--- config.mk ---
export PLATFORM = sky130hd
export DESIGN_NAME = canonical_percent_codec
export DESIGN_NICKNAME = d
export VERILOG_FILES = /design/src/rtl/core/cpc_pkg.sv /design/src/rtl/core/canonical_percent_codec.sv
export VERILOG_INCLUDE_DIRS = /design/src /design/src/rtl/core
export SDC_FILE = /design/constraint.sdc
export NUM_CORES = 1
export LEC_CHECK = 0
export ABC_AREA = 0
export BUFFER_PORTS_ARGS = -buffer_cell sky130_fd_sc_hd__buf_2
export CAP_MARGIN = 20
export CORE_MARGIN = 2
export CORE_UTILIZATION = 49
export DETAILED_ROUTE_END_ITERATION = 10
export GPL_TIMING_DRIVEN = 0
export HOLD_SLACK_MARGIN = 0.02
export PLACE_DENSITY_LB_ADDON = 0.3
export SYNTH_ARGS = -nofsm -noshare
export SYNTH_HDL_FRONTEND = slang
export SYNTH_SLANG_ARGS = --single-unit
--- constraint.sdc ---
create_clock -name clk -period 2.9 [get_ports clk]
set_input_delay 0.145 -clock clk [delete_from_list [all_inputs] [get_ports clk]]
set_output_delay 0.145 -clock clk [all_outputs]
set_load 0.01 [all_outputs]
--- src/rtl/core/assert_macros.svh ---
// ----------------------------------------------------------------------------
// Assertion macros
// Shared concurrent assertion forms, clocked on clk and held off in reset.
// ----------------------------------------------------------------------------
`ifndef ASSERT_MACROS_SVH
`define ASSERT_MACROS_SVH

// Same-cycle implication.
`define CPC_ASSERT_IMP(lbl, pre, post) \
    lbl: assert property (@(posedge clk) disable iff (!rst_n) (pre) |-> (post)) \
        else $error("same-cycle check failed");

// Next-cycle implication.
`define CPC_ASSERT_NXT(lbl, pre, post) \
    lbl: assert property (@(posedge clk) disable iff (!rst_n) (pre) |=> (post)) \
        else $error("next-cycle check failed");

`endif

--- src/rtl/core/cpc_pkg.sv ---
// ----------------------------------------------------------------------------
// cpc_pkg
// Types, character constants and helpers for the percent-escape codec.
// ----------------------------------------------------------------------------
package cpc_pkg;

    typedef enum logic [1:0] {
        PH_IDLE,
        PH_HIGH,
        PH_LOW
    } phase_t;

    typedef enum logic [2:0] {
        ST_OK       = 3'd0,
        ST_RAW      = 3'd1,
        ST_HEX      = 3'd2,
        ST_NEEDLESS = 3'd3,
        ST_TRUNC    = 3'd4
    } status_t;

    // One decoded or encoded result held for the output side
    typedef struct packed {
        logic [7:0] data;
        logic       has;
        status_t    status;
        logic       tend;
        logic       esc;
    } result_t;

    localparam logic [7:0] PLAIN_LO = 8'h21;
    localparam logic [7:0] PLAIN_HI = 8'h7E;
    localparam logic [7:0] ESC_CHAR = 8'h25;
    localparam logic [7:0] DIGIT_0  = 8'h30;
    localparam logic [7:0] DIGIT_9  = 8'h39;
    localparam logic [7:0] UPPER_A  = 8'h41;
    localparam logic [7:0] UPPER_F  = 8'h46;

    localparam logic [1:0] BEAT_FIRST = 2'd0;
    localparam logic [1:0] BEAT_HIGH  = 2'd1;
    localparam logic [1:0] BEAT_LAST  = 2'd2;

    localparam logic       REG_DIRECTION = 1'b0;
    localparam logic       DIR_ENCODE    = 1'b0;
    localparam logic       DIR_DECODE    = 1'b1;

    function automatic logic is_plain(input logic [7:0] b);
        return (b >= PLAIN_LO) && (b <= PLAIN_HI) && (b != ESC_CHAR);
    endfunction

    function automatic logic hex_ok(input logic [7:0] b);
        return ((b >= DIGIT_0) && (b <= DIGIT_9)) || ((b >= UPPER_A) && (b <= UPPER_F));
    endfunction

    // Valid only when hex_ok holds
    function automatic logic [3:0] hex_val(input logic [7:0] b);
        return (b <= DIGIT_9) ? b[3:0] : (b[3:0] + 4'd9);
    endfunction

    function automatic logic [7:0] hex_digit(input logic [3:0] n);
        return (n < 4'd10) ? (DIGIT_0 + {4'd0, n}) : (UPPER_A + {4'd0, n} - 8'd10);
    endfunction

endpackage

--- src/rtl/core/canonical_percent_codec.sv ---
// Output: the first result of an item is registered and offered in the cycle after acceptance.
// Throughput: one item per cycle while items give at most one result and out_stall is low;
// an encoded escape holds the input until its three output bytes leave the result register.
// Items that give no result (escape prefix, swallowed bytes) leave the result register empty.
// Reset: direction set to decode, escape phase, nibble and token error cleared, output empty.
// ----------------------------------------------------------------------------
// canonical_percent_codec
// Canonical upper-case percent-escape encoder/decoder for tokenised byte streams.
// ----------------------------------------------------------------------------
`include "assert_macros.svh"

module canonical_percent_codec
    import cpc_pkg::*;
(
    input  logic        clk,
    input  logic        rst_n,

    // Configuration port
    input  logic        psel,
    input  logic        penable,
    input  logic        pwrite,
    input  logic [2:0]  paddr,
    input  logic [31:0] pwdata,
    output logic [31:0] prdata,
    output logic        pready,

    // Input channel
    input  logic        in_valid,
    output logic        in_stall,
    input  logic [7:0]  in_byte,
    input  logic        in_last,

    // Output channel
    output logic        out_valid,
    input  logic        out_stall,
    output logic [7:0]  out_byte,
    output logic        has_byte,
    output logic        run_last,
    output logic        token_end,
    output logic [2:0]  status
);

    // ------------------------------------------------------------------
    // Configuration: one register, direction, at word 0. Any write to the
    // upper word is dropped; reads of it return zero.
    // ------------------------------------------------------------------
    logic direction_reg;
    logic cfg_write;

    assign pready    = 1'b1;
    assign cfg_write = psel && penable && pwrite && pready;
    assign prdata    = (paddr[2] == REG_DIRECTION) ? {31'd0, direction_reg} : 32'd0;

    always_ff @(posedge clk or negedge rst_n)
    begin
        if (!rst_n)
        begin
            direction_reg <= DIR_DECODE;
        end
        else if (cfg_write && (paddr[2] == REG_DIRECTION))
        begin
            direction_reg <= pwdata[0];
        end
    end

    // ------------------------------------------------------------------
    // Token state
    // ------------------------------------------------------------------
    phase_t     phase_reg,  phase_next;
    logic [3:0] nibble_reg, nibble_next;
    status_t    error_reg,  error_next;

    // Result register and beat counter for the three-byte escape
    result_t    result_reg, result_next;
    logic       valid_reg;
    logic [1:0] beat_reg;

    logic       emit;
    logic       in_accept;
    logic       out_take;
    logic       last_beat;

    // Byte classification of the incoming item
    logic       byte_plain;
    logic       byte_hex;
    logic [7:0] pair_value;
    logic       pair_plain;

    assign byte_plain = is_plain(in_byte);
    assign byte_hex   = hex_ok(in_byte);
    assign pair_value = {nibble_reg, hex_val(in_byte)};
    assign pair_plain = is_plain(pair_value);

    // ------------------------------------------------------------------
    // Handshake: take a new item when the result register is empty or
    // its final beat leaves this cycle.
    // ------------------------------------------------------------------
    assign last_beat = !result_reg.esc || (beat_reg == BEAT_LAST);
    assign out_take  = valid_reg && !out_stall;
    assign in_stall  = valid_reg && !(out_take && last_beat);
    assign in_accept = in_valid && !in_stall;

    // ------------------------------------------------------------------
    // Next token state
    // ------------------------------------------------------------------
    always_comb
    begin
        phase_next  = phase_reg;
        nibble_next = nibble_reg;
        error_next  = error_reg;

        if (direction_reg == DIR_ENCODE)
        begin
            // encode leaves the decoder clean
            phase_next  = PH_IDLE;
            nibble_next = 4'd0;
            error_next  = ST_OK;
        end
        else if (error_reg != ST_OK)
        begin
            // swallow until the token ends
            if (in_last)
            begin
                error_next = ST_OK;
            end
        end
        else
        begin
            unique case (phase_reg)
                PH_IDLE:
                begin
                    if (in_byte == ESC_CHAR)
                    begin
                        if (!in_last)
                        begin
                            phase_next = PH_HIGH;
                        end
                    end
                    else if (!byte_plain && !in_last)
                    begin
                        error_next = ST_RAW;
                    end
                end
                PH_HIGH:
                begin
                    if (in_last)
                    begin
                        phase_next  = PH_IDLE;
                        nibble_next = 4'd0;
                    end
                    else if (!byte_hex)
                    begin
                        phase_next  = PH_IDLE;
                        nibble_next = 4'd0;
                        error_next  = ST_HEX;
                    end
                    else
                    begin
                        phase_next  = PH_LOW;
                        nibble_next = hex_val(in_byte);
                    end
                end
                default:
                begin
                    // low digit closes the escape whatever its outcome
                    phase_next  = PH_IDLE;
                    nibble_next = 4'd0;
                    if (!in_last)
                    begin
                        if (!byte_hex)
                        begin
                            error_next = ST_HEX;
                        end
                        else if (pair_plain)
                        begin
                            error_next = ST_NEEDLESS;
                        end
                    end
                end
            endcase
        end
    end

    // ------------------------------------------------------------------
    // Result of the incoming item
    // ------------------------------------------------------------------
    always_comb
    begin
        emit               = 1'b0;
        result_next.data   = 8'd0;
        result_next.has    = 1'b0;
        result_next.status = ST_OK;
        result_next.tend   = 1'b1;
        result_next.esc    = 1'b0;

        if (direction_reg == DIR_ENCODE)
        begin
            emit             = 1'b1;
            result_next.data = in_byte;
            result_next.has  = 1'b1;
            result_next.tend = in_last;
            result_next.esc  = !byte_plain;
        end
        else if (error_reg != ST_OK)
        begin
            emit               = in_last;
            result_next.status = error_reg;
        end
        else
        begin
            unique case (phase_reg)
                PH_IDLE:
                begin
                    if (in_byte == ESC_CHAR)
                    begin
                        emit               = in_last;
                        result_next.status = ST_TRUNC;
                    end
                    else if (!byte_plain)
                    begin
                        emit               = in_last;
                        result_next.status = ST_RAW;
                    end
                    else
                    begin
                        emit             = 1'b1;
                        result_next.data = in_byte;
                        result_next.has  = 1'b1;
                        result_next.tend = in_last;
                    end
                end
                PH_HIGH:
                begin
                    // truncation wins over a bad high digit
                    emit               = in_last;
                    result_next.status = ST_TRUNC;
                end
                default:
                begin
                    if (!byte_hex)
                    begin
                        emit               = in_last;
                        result_next.status = ST_HEX;
                    end
                    else if (pair_plain)
                    begin
                        emit               = in_last;
                        result_next.status = ST_NEEDLESS;
                    end
                    else
                    begin
                        emit             = 1'b1;
                        result_next.data = pair_value;
                        result_next.has  = 1'b1;
                        result_next.tend = in_last;
                    end
                end
            endcase
        end
    end

    // ------------------------------------------------------------------
    // Registers
    // ------------------------------------------------------------------
    always_ff @(posedge clk or negedge rst_n)
    begin
        if (!rst_n)
        begin
            phase_reg  <= PH_IDLE;
            nibble_reg <= 4'd0;
            error_reg  <= ST_OK;
            valid_reg  <= 1'b0;
            beat_reg   <= BEAT_FIRST;
        end
        else
        begin
            if (in_accept)
            begin
                phase_reg  <= phase_next;
                nibble_reg <= nibble_next;
                error_reg  <= error_next;
            end

            if (in_accept && emit)
            begin
                valid_reg <= 1'b1;
                beat_reg  <= BEAT_FIRST;
            end
            else if (out_take && last_beat)
            begin
                valid_reg <= 1'b0;
            end
            else if (out_take)
            begin
                // advance through the escape bytes
                beat_reg <= beat_reg + 2'd1;
            end
        end
    end

    // Payload needs no reset
    always_ff @(posedge clk)
    begin
        if (in_accept && emit)
        begin
            result_reg <= result_next;
        end
    end

    // ------------------------------------------------------------------
    // Output fields: plain results pass through, escapes expand to
    // '%', high digit, low digit.
    // ------------------------------------------------------------------
    always_comb
    begin
        out_byte = result_reg.data;
        if (result_reg.esc)
        begin
            case (beat_reg)
                BEAT_FIRST: out_byte = ESC_CHAR;
                BEAT_HIGH:  out_byte = hex_digit(result_reg.data[7:4]);
                default:    out_byte = hex_digit(result_reg.data[3:0]);
            endcase
        end
    end

    assign out_valid = valid_reg;
    assign has_byte  = result_reg.has;
    assign run_last  = last_beat;
    assign token_end = result_reg.tend && last_beat;
    assign status    = result_reg.status;

    // ------------------------------------------------------------------
    // Assertions
    // ------------------------------------------------------------------
    `CPC_ASSERT_IMP(a_error_form, out_valid && (status != ST_OK), !has_byte && run_last && token_end)
    `CPC_ASSERT_NXT(a_escape_start, in_accept && (direction_reg == DIR_ENCODE) && !byte_plain, out_valid && !run_last && (out_byte == ESC_CHAR))
    `CPC_ASSERT_NXT(a_escape_cont, out_valid && !run_last && !out_stall, out_valid)
    `CPC_ASSERT_IMP(a_empty_ready, !out_valid, !in_stall)

endmodule

==> results.json <==
{
  "wl_per_cell_um": 13.4,
  "r2r_cells": 5,
  "ant_nets": 0,
  "antenna_found_initial": 0,
  "synth_seq_area_share_pct": 30.4,
  "synth_ff_type": "edfxtp_1",
  "cpLargestDelayFamily": "compound AO/OA/AOI/OAI gates",
  "post-synth-top-area-cell": "edfxtp_1",
  "core_area_um2": 4690,
  "area_growth_pct": 17.6,
  "cts_tree": "built",
  "r2r_start": "phase_reg[0]",
  "drc": 0,
  "slowest_stage": "a311o_1",
  "regArea_um2": 722,
  "grt_pass1_vias": 1835,
  "synth-seq-cells": 26,
  "worstSetupPathType": "in2reg",
  "fin_cells": 397,
  "drv_cap": 0,
  "max-slew-margin-rel_pct": 32.8,
  "multi_input_area_um2": 1400,
  "status": "complete, no violations",
  "synth_cells": 276,
  "finClkSkew_ns": 0.00480,
  "synth_common_cells": "buf_4, nand2_1, inv_1, nor2_1, edfxtp_1",
  "cts_sinks": 26,
  "timing.hold.ws_ns": 0.106,
  "critical_path_arrival_ns": 2.65,
  "largest_register_ffs": 10,
  "yosysMostFrequentCell": "buf_4",
  "cp-start-kind": "input pin",
  "yosysTopAreaCellShare_pct": 17.7,
  "grt_max_degree": 17,
  "crit_path_max_fanout": 16,
  "fin_crit_ns": 2.73,
  "grt_pass1_wl_um": 8510,
  "worst_pin_slew_ns": 1.00,
  "die_h_um": 73.6,
  "rrSetupSlack_ns": 0.35,
  "end_kind": "flop",
  "rows": 25,
  "place_hpwl_um": 4280,
  "drtPass1Iterations": 4,
  "drv_slew": 0,
  "synth_edf_count": 14,
  "drtIter0Drc": 75,
  "ys_types": 63,
  "dieArea_um2": 5420,
  "peakVddDrop_uv": 216,
  "clk_pin_slew_ns": 0.08,
  "fmaxAchievable_ghz": 0.367,
  "synth_area_leaders": "edfxtp_1, dfrtp_1, buf_4, ha_1, nand2_1",
  "cts_root_buf": "clkbuf_8",
  "nFillCells": 457,
  "synth_area_um2": 2370,
  "via_per_inst": 5.56,
  "layout-drive-gt1-share_pct": 24.2,
  "ys_async_sr_fraction_pct": 46.2,
  "synth_warnings": 0,
  "reg2reg_to": "result_reg[1]",
  "holdCritPathClass": "in2reg",
  "initial_core_util_pct": 50.6,
  "crit_chain": "buf_2 > buf_2 > inv_1 > ha_1 > o21ba_2 > o21a_1 > mux2i_1 > a311o_1 > a21o_1 > a21oi_4",
  "hold_viol": 0,
  "io_buffer_count": 32,
  "final.period_utilization_pct": 94.0,
  "grt-ovfl-total": 0,
  "required_ns": 2.82,
  "finalSetupViolations": 0,
  "syn_avg_cell_area_um2": 8.60,
  "path_buf_inv": 3,
  "cp_num_cells": 10,
  "postCtsSetupRepairBufs": 0,
  "startpoint": "in_byte[0]",
  "final_nets": 404,
  "cts_made_buffers": 3,
  "placed_cells": 392,
  "gp_congestion": 0.938,
  "num_vias": 2208,
  "slowest_delay_ns": 0.44,
  "insertedDiodeCount": 0,
  "crit_end": "status[1]",
  "cp_common_cell": "buf_2",
  "leakage_nw": 1.27,
  "rsz0062_at_grt": "false",
  "h-tree-depth": 1,
  "die_width_um": 73.6,
  "grt_usage_pct": 20.0,
  "num_io_pins": 100,
  "clock_latency_ns": 0.28,
  "power-per-cell-area_nw_per_um2": 490,
  "clock_path_buffers": 2,
  "drt-total-wl_um": 5320
}
[cells by family (layout without fill, tap and decap cells)]
logic type	count (synthesis)	after routing	share of synthesized area, %
simple gates	87	87	19.6
compound gates	79	79	25.3
buf+inv	64	101	16.0
flops	26	26	30.4
fa+ha+maj	9	9	4.74
mux	5	5	2.21
xor+xnor	4	4	1.48
other cells	2	32	0.316
[layout by cell type (no fill, tap or decap), types with 3 or more instances in the layout]
master / Yosys / routed
buf_4: 36 / 36
buf_2: 3 / 35
conb_1: 2 / 32
nand2_1: 22 / 22
inv_1: 20 / 20
nor2_1: 15 / 15
edfxtp_1: 14 / 14
a21oi_1: 13 / 12
o21ai_0: 11 / 11
dfrtp_1: 11 / 11
ha_1: 9 / 9
nand3_1: 8 / 8
nor3_1: 6 / 6
a32o_1: 6 / 6
clkbuf_1: 5 / 5
nor3b_1: 4 / 4
nand4_1: 4 / 4
o21a_1: 4 / 4
nand2b_1: 4 / 4
o31ai_1: 4 / 4
nor2b_1: 4 / 4
a22o_1: 4 / 4
xnor2_1: 4 / 4
clkbuf_8: 0 / 4
nand4b_1: 3 / 3
o22ai_1: 3 / 3
and2_1: 3 / 3
o211ai_1: 3 / 3
mux2i_1: 3 / 3
a21o_1: 3 / 3
[per-layer routing]
metal | global-route usage (%) | part of all wire, %
met1 | 27.7 | 46
met2 | 33.7 | 47
met3 | 1.23 | 5.9
met4 | 5.45 | 1.3
met5 | 0 | 0
[what timing repair did]
item                                    CTS  global route
endpoints found under the hold margin    12             0
hold buffers                              1             0
resized for setup                         1             0
endpoints found under the setup margin   14             0
[worst register-to-register path: cells and delay by family, from the launching register on]
kind               cells  cell delay, ns
AOI/OAI and AO/OA      3            1.26
DFF                    1            0.45
and+or+nand+nor        2            0.60
[metrics by stage]
step | setup WS, ns | area [um2] | TNS [ns] | utilization [%] | power (W)
2_1_floorplan | 0.158 | 2490 | 0 | - | 0.000956
3_3_place_gp | -0.341 | 2720 | -5.32 | 57.9 | 0.00112
3_5_place_dp | -0.330 | 2720 | -5.12 | 57.9 | 0.00113
4_1_cts | 0.191 | 2790 | 0 | 59.5 | 0.00136
5_1_grt | 0.0105 | 2790 | 0 | 59.5 | 0.00146
6_report | 0.174 | 2790 | 0 | 59.5 | 0.00137
[final cells by class]
type,instances,area share [%]
Multi-Input combinational cell,216,50.0
Sequential cell,26,25.9
Buffer,44,10.9
Timing Repair Buffer,33,6.10
Inverter,20,2.69
Tap cell,54,2.42
Clock buffer,4,1.97
[power breakdown]
part           switching (W)  internal (W)
clock network       0.000115      0.000122
registers          0.0000413      0.000459
logic               0.000368      0.000262
[how the worst min path moves through the flow]
stage / startpoint / end / slack [ns] / cells past startpoint
detailed placement: rst_n / out_valid / 0.04 / 1
global placement: rst_n / out_valid / 0.04 / 1
CTS: pwdata[0] / direction_reg / 0.11 / 2
floorplan: rst_n / beat_reg[0] / -0.15 / 0
finish: pwdata[0] / direction_reg / 0.11 / 2
global route: pwdata[0] / direction_reg / 0.11 / 2
(Power assumes the default switching activity.)
